`src/hdl/umd_pkg.sv`:
```
package umd_pkg;

  // Default sensor count and its supported range is 1..16
  localparam int SENSOR_COUNT_DEF = 3;

  // Valid distance window in cm
  localparam int MIN_CM = 2;
  localparam int MAX_CM = 400;

  // Register reset values
  localparam logic [8:0] MAX_DIST_RST = 9'd400;
  localparam logic [8:0] THRESH_RST   = 9'd10;

  // cm = floor(us * 343 / 20000).
  // The divide by 20000 is a multiply by ceil(2^38 / 20000) and a shift by 38.
  // This is exact for every product of a 15-bit echo and 343.
  localparam int          SCALE_MUL   = 343;
  localparam int          RECIP_SHIFT = 38;
  localparam logic [23:0] RECIP       = 24'd13743896;

  // Command queue depth, must be a power of two
  localparam int QDEPTH = 4;

  typedef enum logic [2:0] {
    ST_COMPARED = 3'd0,
    ST_INVALID  = 3'd1,
    ST_BEYOND   = 3'd2,
    ST_BASELINE = 3'd3,
    ST_BADINDEX = 3'd4
  } umd_status_t;

  typedef enum logic [1:0] {
    CMD_MEASURE,
    CMD_BEYOND,
    CMD_INVALID,
    CMD_BADIDX
  } umd_kind_t;

  typedef enum logic {
    REG_MAX_DIST  = 1'b0,
    REG_THRESHOLD = 1'b1
  } umd_reg_t;

  typedef struct packed {
    logic [3:0]  sensor;
    logic [14:0] echo_us;
  } umd_in_t;

  typedef struct packed {
    logic        motion;
    logic [8:0]  distance_cm;
    umd_status_t status;
  } umd_out_t;

  // Classified reading handed from front end to back end
  typedef struct packed {
    umd_kind_t  kind;
    logic [3:0] sensor;
    logic [8:0] dist_cm;
  } umd_cmd_t;

  typedef struct packed {
    logic [8:0] max_dist;
    logic [8:0] threshold;
  } umd_cfg_t;

endpackage

```
`src/hdl/umd_front.sv`:
```
module umd_front #(
  parameter int SENSOR_COUNT = umd_pkg::SENSOR_COUNT_DEF
) (
  input  logic               clk,
  input  logic               rst_n,
  input  logic               in_valid,
  output logic               in_ready,
  input  umd_pkg::umd_in_t   in_data,
  input  umd_pkg::umd_cfg_t  cfg,
  input  logic               q_full,
  output logic               q_push,
  output umd_pkg::umd_cmd_t  q_cmd
);
  import umd_pkg::*;

  logic        s1_valid_r;
  logic [3:0]  s1_sensor_r;
  logic [23:0] s1_prod_r;
  logic [47:0] scaled;
  logic [9:0]  dist10;
  logic        bad_idx;

  // Stage 1: scale the echo time by 343
  always_ff @(posedge clk) begin
    if (!rst_n) begin
      s1_valid_r <= 1'b0;
    end else if (in_ready) begin
      s1_valid_r <= in_valid;
    end
  end

  always_ff @(posedge clk) begin
    if (in_valid && in_ready) begin
      s1_sensor_r <= in_data.sensor;
      s1_prod_r   <= 24'(in_data.echo_us) * 24'(SCALE_MUL);
    end
  end

  // Reciprocal multiply gives the distance in cm
  assign scaled  = 48'(s1_prod_r) * 48'(RECIP);
  assign dist10  = scaled[RECIP_SHIFT +: 10];
  assign bad_idx = {1'b0, s1_sensor_r} >= 5'(SENSOR_COUNT);

  // Classify the reading
  always_comb begin
    q_cmd.sensor  = s1_sensor_r;
    q_cmd.dist_cm = dist10[8:0];
    if (bad_idx) begin
      q_cmd.kind    = CMD_BADIDX;
      q_cmd.dist_cm = '0;
    end else if (dist10 < 10'(MIN_CM) || dist10 > 10'(MAX_CM)) begin
      q_cmd.kind    = CMD_INVALID;
      q_cmd.dist_cm = '0;
    end else if (dist10 > {1'b0, cfg.max_dist}) begin
      q_cmd.kind = CMD_BEYOND;
    end else begin
      q_cmd.kind = CMD_MEASURE;
    end
  end

  assign q_push   = s1_valid_r && !q_full;
  assign in_ready = !s1_valid_r || !q_full;

endmodule

```
`src/hdl/umd_queue.sv`:
```
module umd_queue (
  input  logic               clk,
  input  logic               rst_n,
  input  logic               push,
  input  umd_pkg::umd_cmd_t  din,
  output logic               full,
  input  logic               pop,
  output umd_pkg::umd_cmd_t  dout,
  output logic               empty
);
  import umd_pkg::*;

  localparam int PTR_W = $clog2(QDEPTH);
  localparam int CNT_W = $clog2(QDEPTH + 1);

  umd_cmd_t           mem_r [QDEPTH];
  logic [PTR_W-1:0]   wr_ptr_r;
  logic [PTR_W-1:0]   rd_ptr_r;
  logic [CNT_W-1:0]   cnt_r;

  // Pointers and fill count
  always_ff @(posedge clk) begin
    if (!rst_n) begin
      wr_ptr_r <= '0;
      rd_ptr_r <= '0;
      cnt_r    <= '0;
    end else begin
      if (push) begin
        wr_ptr_r <= wr_ptr_r + 1'b1;
      end
      if (pop) begin
        rd_ptr_r <= rd_ptr_r + 1'b1;
      end
      if (push && !pop) begin
        cnt_r <= cnt_r + 1'b1;
      end else if (pop && !push) begin
        cnt_r <= cnt_r - 1'b1;
      end
    end
  end

  // Entry storage
  always_ff @(posedge clk) begin
    if (push) begin
      mem_r[wr_ptr_r] <= din;
    end
  end

  assign dout  = mem_r[rd_ptr_r];
  assign full  = cnt_r == CNT_W'(QDEPTH);
  assign empty = cnt_r == '0;

  a_no_overflow: assert property (@(posedge clk) disable iff (!rst_n) push |-> !full)
    else $error("queue push while full");
  a_no_underflow: assert property (@(posedge clk) disable iff (!rst_n) pop |-> !empty)
    else $error("queue pop while empty");
  a_cnt_bound: assert property (@(posedge clk) disable iff (!rst_n)
    cnt_r <= CNT_W'(QDEPTH))
    else $error("queue count beyond depth");

endmodule

```
`src/hdl/umd_back.sv`:
```
module umd_back #(
  parameter int SENSOR_COUNT = umd_pkg::SENSOR_COUNT_DEF
) (
  input  logic               clk,
  input  logic               rst_n,
  input  umd_pkg::umd_cfg_t  cfg,
  input  logic               q_empty,
  input  umd_pkg::umd_cmd_t  q_cmd,
  output logic               q_pop,
  output logic               out_valid,
  input  logic               out_ready,
  output umd_pkg::umd_out_t  out_data
);
  import umd_pkg::*;

  localparam int IDX_W = (SENSOR_COUNT > 1) ? $clog2(SENSOR_COUNT) : 1;

  logic [8:0]              last_dist_r [SENSOR_COUNT];
  logic [SENSOR_COUNT-1:0] last_valid_r;
  logic                    out_valid_r;
  umd_out_t                out_data_r;
  umd_out_t                res;
  logic [IDX_W-1:0]        idx;
  logic [8:0]              prev;
  logic [8:0]              change;
  logic                    stores;

  assign q_pop  = !q_empty && (!out_valid_r || out_ready);
  assign idx    = q_cmd.sensor[IDX_W-1:0];
  assign prev   = last_dist_r[idx];
  assign change = (q_cmd.dist_cm >= prev) ? (q_cmd.dist_cm - prev)
                                          : (prev - q_cmd.dist_cm);
  assign stores = (q_cmd.kind == CMD_BEYOND) || (q_cmd.kind == CMD_MEASURE);

  // Build the result from the command and the stored baseline
  always_comb begin
    res.motion      = 1'b0;
    res.distance_cm = q_cmd.dist_cm;
    case (q_cmd.kind)
      CMD_BADIDX: begin
        res.status = ST_BADINDEX;
      end
      CMD_INVALID: begin
        res.status = ST_INVALID;
      end
      CMD_BEYOND: begin
        res.status = ST_BEYOND;
      end
      CMD_MEASURE: begin
        if (!last_valid_r[idx]) begin
          res.status = ST_BASELINE;
        end else begin
          res.status = ST_COMPARED;
          res.motion = change >= cfg.threshold;
        end
      end
      default: begin
        res.status = ST_INVALID;
      end
    endcase
  end

  // Per-sensor baseline
  always_ff @(posedge clk) begin
    if (!rst_n) begin
      last_valid_r <= '0;
    end else if (q_pop && stores) begin
      last_valid_r[idx] <= 1'b1;
    end
  end

  always_ff @(posedge clk) begin
    if (q_pop && stores) begin
      last_dist_r[idx] <= q_cmd.dist_cm;
    end
  end

  // Output register
  always_ff @(posedge clk) begin
    if (!rst_n) begin
      out_valid_r <= 1'b0;
    end else if (q_pop) begin
      out_valid_r <= 1'b1;
    end else if (out_ready) begin
      out_valid_r <= 1'b0;
    end
  end

  always_ff @(posedge clk) begin
    if (q_pop) begin
      out_data_r <= res;
    end
  end

  assign out_valid = out_valid_r;
  assign out_data  = out_data_r;

  a_baseline_set: assert property (@(posedge clk) disable iff (!rst_n)
    q_pop && stores |=> last_valid_r[$past(idx)])
    else $error("stored reading left sensor without baseline");
  a_motion_only_compared: assert property (@(posedge clk) disable iff (!rst_n)
    out_valid_r && out_data_r.motion |-> out_data_r.status == ST_COMPARED)
    else $error("motion flagged outside a comparison");

endmodule

```
`src/hdl/ultrasonic_motion_detector_core.sv`:
```
// Ultrasonic motion detector: each input transaction carries a sensor index and
// an echo time in microseconds. The block answers with one result transaction
// (motion flag, distance in cm, status). It sustains one transaction per clock
// while results are accepted. A reading passes the scaling stage register,
// then a four-entry command queue, then the baseline update stage that writes
// the output register. The queue sits between the two stages, so input keeps
// flowing while a result waits, until the queue fills. Write the max_distance
// (index 0) and movement_threshold (index 1) registers only while no
// transaction is in flight.
module ultrasonic_motion_detector_core #(
  parameter int SENSOR_COUNT = umd_pkg::SENSOR_COUNT_DEF
) (
  input  logic               clk,
  input  logic               rst_n,
  input  logic               in_valid,
  output logic               in_ready,
  input  umd_pkg::umd_in_t   in_data,
  output logic               out_valid,
  input  logic               out_ready,
  output umd_pkg::umd_out_t  out_data,
  input  logic               cfg_we,
  input  logic               cfg_index,
  input  logic [8:0]         cfg_wdata
);
  import umd_pkg::*;

  umd_cfg_t cfg_r;
  umd_cmd_t push_cmd;
  umd_cmd_t pop_cmd;
  logic     q_push;
  logic     q_pop;
  logic     q_full;
  logic     q_empty;

  // Configuration registers
  always_ff @(posedge clk) begin
    if (!rst_n) begin
      cfg_r.max_dist  <= MAX_DIST_RST;
      cfg_r.threshold <= THRESH_RST;
    end else if (cfg_we) begin
      case (umd_reg_t'(cfg_index))
        REG_MAX_DIST:  cfg_r.max_dist  <= cfg_wdata;
        REG_THRESHOLD: cfg_r.threshold <= cfg_wdata;
        default: ;
      endcase
    end
  end

  umd_front #(.SENSOR_COUNT(SENSOR_COUNT)) u_front (
    .clk      (clk),
    .rst_n    (rst_n),
    .in_valid (in_valid),
    .in_ready (in_ready),
    .in_data  (in_data),
    .cfg      (cfg_r),
    .q_full   (q_full),
    .q_push   (q_push),
    .q_cmd    (push_cmd)
  );

  umd_queue u_queue (
    .clk   (clk),
    .rst_n (rst_n),
    .push  (q_push),
    .din   (push_cmd),
    .full  (q_full),
    .pop   (q_pop),
    .dout  (pop_cmd),
    .empty (q_empty)
  );

  umd_back #(.SENSOR_COUNT(SENSOR_COUNT)) u_back (
    .clk       (clk),
    .rst_n     (rst_n),
    .cfg       (cfg_r),
    .q_empty   (q_empty),
    .q_cmd     (pop_cmd),
    .q_pop     (q_pop),
    .out_valid (out_valid),
    .out_ready (out_ready),
    .out_data  (out_data)
  );

endmodule

```
`config.mk`:
```
export PLATFORM = sky130hd
export DESIGN_NAME = ultrasonic_motion_detector_core
export DESIGN_NICKNAME = d
export VERILOG_FILES = /design/src/hdl/umd_pkg.sv /design/src/hdl/umd_front.sv /design/src/hdl/umd_queue.sv /design/src/hdl/umd_back.sv /design/src/hdl/ultrasonic_motion_detector_core.sv
export SDC_FILE = /design/constraint.sdc
export NUM_CORES = 1
export LEC_CHECK = 0
export BUFFER_PORTS_ARGS = -buffer_cell sky130_fd_sc_hd__buf_2
export CAP_MARGIN = 20
export CORE_MARGIN = 8
export CORE_UTILIZATION = 30
export CTS_BUF_LIST = sky130_fd_sc_hd__clkbuf_8
export DETAILED_ROUTE_END_ITERATION = 8
export SLEW_MARGIN = 10
export SYNTH_ARGS = -nofsm -noshare
export SYNTH_HDL_FRONTEND = slang
export SYNTH_HIERARCHICAL = 1
export SYNTH_SLANG_ARGS = --single-unit
```
`constraint.sdc`:
```
create_clock -name clk -period 13 [get_ports clk]
set_input_delay 1.3 -clock clk [delete_from_list [all_inputs] [get_ports clk]]
set_output_delay 1.3 -clock clk [all_outputs]
set_load 0.01 [all_outputs]
```
==> impl_results.md, run 1 <==
* Die width at 265 µm
* Nets at 2,358
* Mapped cell area at 18,600 µm²
* IO Port Bufs at 48
* Post-DP HPWL at 37.0 mm
* Routability cong. at 0.917
* Congestion Overflow GR at 0
* Final setup viols at 0
* Final min period at 8.22 ns
* Die Span Y at 265 µm
* Rows at 91
* Final std cells w/o fill at 2,581
* HP Class: flip-flop to flip-flop
* Worst EP arrival at 8.47 ns
* Metal3 WL at 1.95 mm
* Filler cell count at 6,304
* Kind of critical path: flip-flop to flip-flop
* Area Overhead vs Synth at 8.18%
* Met2 WL at 20.9 mm
* Final Hold Viols at 0
* Vias in the first global route at 12,978
* Via count at 12,098
* RSZ-0062 raised after global routing: false
* Drt first pass iters at 6
* Clock Latency Late Sink at 0.52 ns
* Startpoint types: flip-flop
* WL final at 43.0 mm
* Core Area at 61,500 µm²
* # IOs at 49
* Post-Syn Nets at 2,310
* Tot GR Track Use at 12.4%
* WL/cell at 16.7 µm
* Worst Path Max Fanout at 6
* DRT iter0 DRCs at 695
* H-tree depth at 4
* CP required at 13.26 ns
* Initial Utilization at 30.3%
* Share of cells above drive strength 1 at 8.10%
* Top layer in use: met4
* Syn Area/Cell at 10.8 µm²
* Synth Warn # at 6
* DRC Markers at 0
* Initial antenna violation count at 0
* Fmax at 0.122 GHz
* TritonCTS Buffers at 17
* Worst slew pin tran at 1.09 ns
* Final ANT Viol Nets at 0
* Pin count of the biggest net entering global routing at 41
* Clock Tree Buf Depth at 2
* Max_slew headroom at 27.0%
* Worst-path clk slew at 0.09 ns
* Placed Instances at 2,548
* Max_cap viols at 0
* Vias per cell at 4.69
* Die ar. at 70,300 µm²
* Cells after synthesis at 1,729
* Max-slew violation count at 0
* Status: completed
* Cts hold-fix bufs at 0
* Final period utilization at 63.2%
* CTS tree: done
* Final Skew at 0.0362 ns
* Met1 WL at 19.6 mm
* Post-CTS sizing at 0
* Setup TNS at 0 ns
* Root Buffer: clkbuf_8
* Clock net sink count at 152
* First-pass GRT wire length at 69.4 mm
* CP endpoint kind: flip-flop
* Postcts setup bufs at 0
-- worst max-delay path, cell delays in order (launching register included) --
cell      delay (ns)
edfxtp_1        0.53
ha_1            0.43
xor2_1          0.40
ha_1            0.19
inv_1           0.05
fa_1            0.56
inv_1           0.08
fa_1            0.51
fa_1            0.51
fa_1            0.54
inv_1           0.05
fa_1            0.49
inv_1           0.04
ha_1            0.33
a211o_1         0.30
a21oi_1         0.13
o311a_1         0.23
a21oi_4         0.09
a221oi_2        0.46
o21ai_1         0.21
xnor2_2         0.33
inv_1           0.08
ha_1            0.30
and4_1          0.23
nor4b_1         0.31
a31oi_1         0.08
o311a_1         0.13
o31ai_1         0.38
-- flip-flops by register name, summed over array words and instances (netlist names), named ones only --
register,count
u_front/s1_prod_r,24
cfg_r,18
u_back/out_valid,1
u_queue/mem_r,52
u_back/last_valid_r,3
u_queue/rd_ptr_r,2
u_queue/wr_ptr_r,2
u_front/s1_valid_r,1
u_queue/cnt_r,3
u_front/s1_sensor_r,4
u_back/last_dist_r,27
u_back/out_data,13
-- cell usage in the layout, fill, tap and decap left out, types with 18 or more instances in the layout --
| master | count |
|---|---|
| inv_1 | 455 |
| ha_1 | 315 |
| fa_1 | 232 |
| edfxtp_1 | 120 |
| nand2_1 | 81 |
| a21oi_1 | 60 |
| buf_2 | 48 |
| dfxtp_1 | 32 |
| xnor2_1 | 32 |
| nor2_1 | 28 |
| mux2i_1 | 25 |
| o21ai_0 | 23 |
| xor2_1 | 21 |
| nand3_1 | 19 |
| clkbuf_8 | 18 |
-- final timing paths --
check                              end  cells after the start  slack (ns)                 start
setup / recovery  u_queue/mem_r[2][13]                     27        4.78  u_front/s1_prod_r[2]
hold / removal                cfg_r[7]                      2        0.46              cfg_r[7]
setup reg to reg  u_queue/mem_r[2][13]                     27        4.78  u_front/s1_prod_r[2]
hold reg to reg               cfg_r[7]                      2        0.46              cfg_r[7]
-- cell type report --
| class | instances | area [µm²] | area share, % |
|---|---|---|---|
| multi-input cells | 1100 | 12500 | 62.1 |
| well taps | 790 | 988 | 4.91 |
| repair buffers | 51 | 263 | 1.31 |
| flip-flops and latches | 152 | 4240 | 21.1 |
| diodes | 1 | 2.50 | 0.0124 |
| inverters | 455 | 1710 | 8.48 |
| clock buffers | 18 | 248 | 1.23 |
| clock inverters | 14 | 178 | 0.883 |
-- layer usage --
| metal | GRT usage (%) | up-vias |
|---|---|---|
| met5 | 0 | - |
| met4 | 3.02 | 0 |
| met3 | 2.39 | 40 |
| met2 | 21.1 | 260 |
| met1 | 16.1 | 6032 |
| li1 | - | 5766 |
-- per-stage QoR --
stage | worst slack [ns] | area [µm²] | utilization (%) | hold WS, ns
2_1_floorplan | 5.57 | 18600 | - | 0.428
3_3_place_gp | 4.99 | 19700 | 32.0 | 0.446
3_5_place_dp | 4.85 | 19700 | 32.0 | 0.448
4_1_cts | 4.80 | 20100 | 32.7 | 0.460
5_1_grt | 4.19 | 20100 | 32.7 | 0.473
6_report | 4.78 | 20100 | 32.7 | 0.456
Power of run 1 is left out: the tool's default activity adds up to more than one toggle a clock period on the data nets, which glitch-free logic cannot reach.
==> run 2, diff against run 1 <==
==> constraint.sdc (replaced) <==
create_clock -name clk -period 8.2 [get_ports clk]
set_input_delay 0.82 -clock clk [delete_from_list [all_inputs] [get_ports clk]]
set_output_delay 0.82 -clock clk [all_outputs]
set_load 0.01 [all_outputs]
==> impl_results.md, run 2 (synthesized netlist as in run 1, its figures left out) <==
* Kind of critical path: flip-flop to flip-flop (unchanged)
* Register-to-register setup slack at 0.45 ns (was 4.78 ns)
* Biggest register: u_queue/mem_r (unchanged)
* Vias per cell at 4.63 (was 4.69)
* Congestion Overflow GR at 0 (unchanged)
* Max_slew headroom at 27.4% (was 27.0%)
* Final setup viols at 0 (unchanged)
* Largest regs: u_queue/mem_r (52), u_back/last_dist_r (27), u_front/s1_prod_r (24) (unchanged)
* Worst slew pin tran at 1.08 ns (was 1.09 ns)
* Vias in the first global route at 13,007 (was 12,978)
* FF-to-FF End: u_queue/mem_r[1][13] (was u_queue/mem_r[2][13])
* Initial Utilization at 30.3% (unchanged)
* Final ANT Viol Nets at 0 (unchanged)
* Final Hold Viols at 0 (unchanged)
* H-tree depth at 4 (unchanged)
* Reg2reg start: u_front/s1_prod_r[16] (was u_front/s1_prod_r[2])
* HP Class: flip-flop to flip-flop (unchanged)
* # IOs at 49 (unchanged)
* Fmax at 0.129 GHz (was 0.122 GHz)
* Via count at 11,990 (was 12,098)
* Hold_sp: cfg_r[7] (unchanged)
* CP required at 8.40 ns (was 13.26 ns)
* Clock Latency Late Sink at 0.53 ns (was 0.52 ns)
* Drt first pass iters at 7 (was 6)
* Core Area at 61,500 µm² (unchanged)
* Area Overhead vs Synth at 8.95% (was 8.18%)
* First-pass GRT wire length at 69.3 mm (was 69.4 mm)
* Post-DP HPWL at 36.9 mm (was 37.0 mm)
* Min-Delay Endpoint: cfg_r[7] (unchanged)
* Most frequent CP cell: fa_1
* Max reg flops at 52 (unchanged)
* Die width at 265 µm (unchanged)
* Clock net sink count at 152 (unchanged)
* Final min period at 7.75 ns (was 8.22 ns)
* Die ar. at 70,300 µm² (unchanged)
* Most frequent cells in the layout: 455 x inv_1, 312 x ha_1, 232 x fa_1 (was 455 x inv_1, 315 x ha_1, 232 x fa_1)
* Share of cells above drive strength 1 at 8.95% (was 8.10%)
* CTS tree: done (unchanged)
* CP endpoint kind: flip-flop (unchanged)
* Pin count of the biggest net entering global routing at 41 (unchanged)
* Diode count at 0 (was 1)
* Final period utilization at 94.6% (was 63.2%)
* Root Buffer: clkbuf_8 (unchanged)
* R2R cell count at 25 (was 27)
* Initial antenna violation count at 0 (unchanged)
* Rows at 91 (unchanged)
* Worst EP arrival at 7.95 ns (was 8.47 ns)
* Most common cell after layout, fill and taps aside: inv_1 (unchanged)
* Status: completed (unchanged)
* DRC Markers at 0 (unchanged)
* CP Launch Point: u_front/s1_prod_r[16] (was u_front/s1_prod_r[2])
* WL/cell at 16.6 µm (was 16.7 µm)
* WL final at 42.9 mm (was 43.0 mm)
* IO Port Bufs at 48 (unchanged)
* Nets at 2,367 (was 2,358)
* Worst Path Max Fanout at 5 (was 6)
* TritonCTS Buffers at 17 (unchanged)
* Routability cong. at 0.948 (was 0.917)
* Clock Tree Buf Depth at 2 (unchanged)
* DRT iter0 DRCs at 635 (was 695)
* Final Skew at 0.0437 ns (was 0.0362 ns)
* Die Span Y at 265 µm (unchanged)
* Slowest-stage cell, CP: fa_1 (unchanged)
* RSZ-0062 raised after global routing: false (unchanged)
* Max-slew violation count at 0 (unchanged)
* Worst-path clk slew at 0.11 ns (was 0.09 ns)
* Max_cap viols at 0 (unchanged)
* Hold path depth at 2 (unchanged)
* Setup TNS at 0 ns (unchanged)
* Startpoint types: flip-flop (unchanged)
* CP peak stage delay at 0.54 ns (was 0.56 ns)
* Tot GR Track Use at 12.4% (about the same)
[run 2: cell count changes in the layout (fill, tap and decap cells not counted), sizes merged]
cell	change
inv	+1
clkinv	+2
clkbuf	-1
diode	-1
buf	+9
bufinv	-2
[run 2: what timing repair did]
action                                  in CTS  in global routing
gates resized for setup                      0                 10
setup buffers                                0                  2
endpoints found under the setup margin       0                  4
hold buffers                                 0                  0
[run 2: cell type report]
cell class                 instances  area [µm²]
clock buffer                      17         234
clock inverter                    15         196
tap                              790         988
fill                            6195       41200
sequential                       152        4240
multi-input combinational       1100       12600
inverter                         455        1710
timing repair buffer              60         330
[run 2: worst max-delay path by stage]
stage                     slack (ns)  cells after the start                   end
after detailed placement        0.11                     25  u_queue/mem_r[1][13]
after global routing           0.005                     24  u_queue/mem_r[1][13]
after global placement          0.34                     25  u_queue/mem_r[0][13]
final                           0.45                     25  u_queue/mem_r[1][13]
after floorplan                 0.77                     28  u_queue/mem_r[0][13]
after CTS                       0.07                     25  u_queue/mem_r[1][13]
[run 2: worst max-delay path: cells and delay by family, from the launching register on]
family,cells,cell delay (ns)
AOI/OAI and AO/OA,8,1.68
adders and majority gates,9,4.16
buffers and inverters,4,0.31
DFF,1,0.50
muxes,1,0.30
and+or+nand+nor,3,0.51
[run 2: per-stage QoR]
stage	hold slack (ns)	std cells	area, µm²	worst slack, ns	utilization [%]
detailed placement	0.450	2555	19800	0.114	32.1
finish	0.464	2589	20300	0.447	33.0
CTS	0.464	2587	20200	0.0657	32.8
floorplan	0.428	1729	18600	0.772	-
global placement	0.447	2555	19800	0.344	32.1
global route	0.473	2589	20300	0.00486	33.0
[run 2: metal layers]
metal	part of all wire [%]	global-route usage, %	vias up
li1	-	-	5787
met1	46	16.1	5958
met2	49	21.3	203
met3	3.3	1.95	42
met4	1.6	3.03	0
met5	0	0	-
Power of run 2 is left out for the same reason.
==> run 3, diff against run 2 <==
--- a/config.mk
+++ b/config.mk
@@ -14,5 +14,4 @@
 export SLEW_MARGIN = 10
 export SYNTH_ARGS = -nofsm -noshare
 export SYNTH_HDL_FRONTEND = slang
-export SYNTH_HIERARCHICAL = 1
 export SYNTH_SLANG_ARGS = --single-unit
==> impl_results.md, run 3 <==
* Status: completed (unchanged)
* Die ar. at 68,600 µm² (was 70,300 µm²)
* Compound-Gate Fraction of Synth Area at 7.48%
* Synth Warn # at 0 (was 6)
* Tot GR Track Use at 12.5% (was 12.4%)
* Rows at 90 (was 91)
* Via count at 11,538 (was 11,990)
* TritonCTS Buffers at 17 (unchanged)
* Die Span Y at 262 µm (was 265 µm)
* Clock net sink count at 152 (unchanged)
* Most frequent cells in the layout: 452 x inv_1, 313 x ha_1, 232 x fa_1 (was 455 x inv_1, 312 x ha_1, 232 x fa_1)
* Share of cells above drive strength 1 at 9.17% (was 8.95%)
* Congestion Overflow GR at 0 (unchanged)
* Final Hold Viols at 0 (unchanged)
* HP Class: flip-flop to flip-flop (unchanged)
* Startpoint types: flip-flop (unchanged)
* Cts hold-fix bufs at 0 (unchanged)
* Setup TNS at 0 ns (unchanged)
* Main combinational cell family by area after synthesis: adder cells
* # IOs at 49 (unchanged)
* Most frequent CP cell: fa_1 (unchanged)
* Sequential fraction of the synthesis area at 23.4%
* Final period utilization at 96.8% (was 94.6%)
* Max_cap viols at 0 (unchanged)
* DRC Markers at 0 (unchanged)
* Biggest register: u_queue.mem_r (was u_queue/mem_r)
* Area Overhead vs Synth at 10.8% (was 8.95%)
* CP peak stage delay at 0.55 ns (was 0.54 ns)
* Post-synth EDFFs at 120
* Max-slew violation count at 0 (unchanged)
* Synth top area share at 25.6%
* Final ANT Viol Nets at 0 (unchanged)
* Clock Latency Late Sink at 0.53 ns (about the same)
* Mapped cell area at 18,100 µm² (was 18,600 µm²)
* Dominant cell type by area after synthesis: fa_1
* Core Area at 60,100 µm² (was 61,500 µm²)
* Adder-cell share of the synthesized area at 47.5%
* Fmax at 0.126 GHz (was 0.129 GHz)
* Most common cell after layout, fill and taps aside: inv_1 (unchanged)
* Die width at 262 µm (was 265 µm)
* Final min period at 7.94 ns (was 7.75 ns)
* Clock Tree Buf Depth at 2 (unchanged)
* Post-Synth XOR/XNOR Area at 3.19%
* First-pass GRT wire length at 67.1 mm (was 69.3 mm)
* IO Port Bufs at 48 (unchanged)
* FFs w/ async S/R, synth at 0%
* CP endpoint kind: flip-flop (unchanged)
* DP Worst Slack at -0.00295 ns (was 0.114 ns)
* Kind of critical path: flip-flop to flip-flop (unchanged)
* Top FF cell, synth: edfxtp_1
* Pin count of the biggest net entering global routing at 32 (was 41)
* Fin worst setup slack at 0.262 ns (was 0.447 ns)
* Final Skew at 0.0340 ns (was 0.0437 ns)
* Count leader, synth: inv_1
* Synth top cells by count: 448 x inv_1, 317 x ha_1, 232 x fa_1
* H-tree depth at 4 (unchanged)
* Worst Path Max Fanout at 5 (unchanged)
* Slowest-stage cell, CP: fa_1 (unchanged)
* Vias per cell at 4.51 (was 4.63)
* Vias in the first global route at 12,577 (was 13,007)
* Cells after synthesis at 1,677 (was 1,729)
* Final setup viols at 0 (unchanged)
* Synth cell types at 75
* CP required at 8.51 ns (was 8.40 ns)
* Seq cells post-synth at 152
* CTS tree: done (unchanged)
* Post-DP Area at 19,400 µm² (was 19,800 µm²)
* Initial Utilization at 30.2% (was 30.3%)
* WL/cell at 16.2 µm (was 16.6 µm)
* Root Buffer: clkbuf_8 (unchanged)
* WL final at 41.6 mm (was 42.9 mm)
* Mux contribution to synthesized area at 2.73%
* Diode count at 0 (unchanged)
* Post-DP HPWL at 36.1 mm (was 36.9 mm)
* Nets at 2,347 (was 2,367)
* Post-Synth Simple-Gate Area at 6.12%
* Syn Area/Cell at 10.8 µm² (about the same)
* Worst-path clk slew at 0.09 ns (was 0.11 ns)
* Max reg flops at 52 (unchanged)
* Worst slew pin tran at 0.923 ns (was 1.08 ns)
* Max_slew headroom at 38.2% (was 27.4%)
* Initial antenna violation count at 0 (unchanged)
* Worst EP arrival at 8.25 ns (was 7.95 ns)
* Drt first pass iters at 5 (was 7)
* Post-Syn Nets at 2,260 (was 2,310)
* Largest regs: u_queue.mem_r (52), u_back.last_dist_r (27), u_front.s1_prod_r (24) (was u_queue/mem_r (52), u_back/last_dist_r (27), u_front/s1_prod_r (24))
* Fin area at 20,100 µm² (was 20,300 µm²)
* DRT iter0 DRCs at 544 (was 635)
* Routability cong. at 0.922 (was 0.948)
* Synth top area cells: fa_1 26%, ha_1 22%, edfxtp_1 20%, inv_1 9.3%, dfxtp_1 3.5%
==> run 3: area by class of cell <==
cell class              count  area [µm²]
clock buffers              18         248
multi-input cells        1060       12300
inverters                 448        1680
fillers                  6125       40000
flip-flops and latches    152        4240
repair buffers             85         518
well taps                 782         978
clock inverters            14         156
==> run 3: what timing repair did <==
action,4_1_cts,5_1_grt
resized for setup,1,11
pin swaps,0,0
endpoints found under the hold margin,0,0
setup buffers,0,21
setup endpoints to repair,4,44
==> run 3: critical path: cells and delay by family, from the launching register on <==
kind	cells	cell delay [ns]
AOI/OAI and AO/OA	10	2.19
xor gates and xnor gates	1	0.16
adders and majority gates	9	4.07
buffers and inverters	4	0.27
DFF	1	0.51
and+or+nand+nor	5	0.53
==> run 3: cell families (layout without fill, tap and decap cells) <==
logic type	count (synthesis)	in the layout
flip-flops	152	152
buffers and inverters	465	565
XOR/XNOR	63	63
AO/OA/AOI/OAI	193	193
adder cells (fa/ha/maj)	549	549
multiplexers	33	33
AND/OR/NAND/NOR	222	222
==> run 3: final timing paths <==
| kind | startpoint | endpoint | slack (ns) | cells past startpoint |
|---|---|---|---|---|
| hold / removal | cfg_r[5] | cfg_r[5] | 0.47 | 2 |
| hold reg to reg | cfg_r[5] | cfg_r[5] | 0.47 | 2 |
| setup / recovery | u_front.s1_prod_r[15] | u_queue.mem_r[0][13] | 0.26 | 29 |
| setup reg to reg | u_front.s1_prod_r[15] | u_queue.mem_r[0][13] | 0.26 | 29 |
==> run 3: layer usage <==
layer / GRT usage [%] / wire length, µm / share of wire, %
met1: 15.9 / 18900 / 46
met2: 21.9 / 20600 / 50
met3: 2.19 / 1180 / 2.8
met4: 3.52 / 838 / 2.0
met5: 0 / 0 / 0
==> run 3: metrics by stage <==
step                hold slack (ns)  util [%]  std cells
detailed placement            0.459      32.3       2506
floorplan                     0.440         -       1677
CTS                           0.421      33.0       2538
finish                        0.467      33.4       2559
global placement              0.449      32.3       2506
global route                  0.442      33.4       2559
Power of run 3 is left out for the same reason.
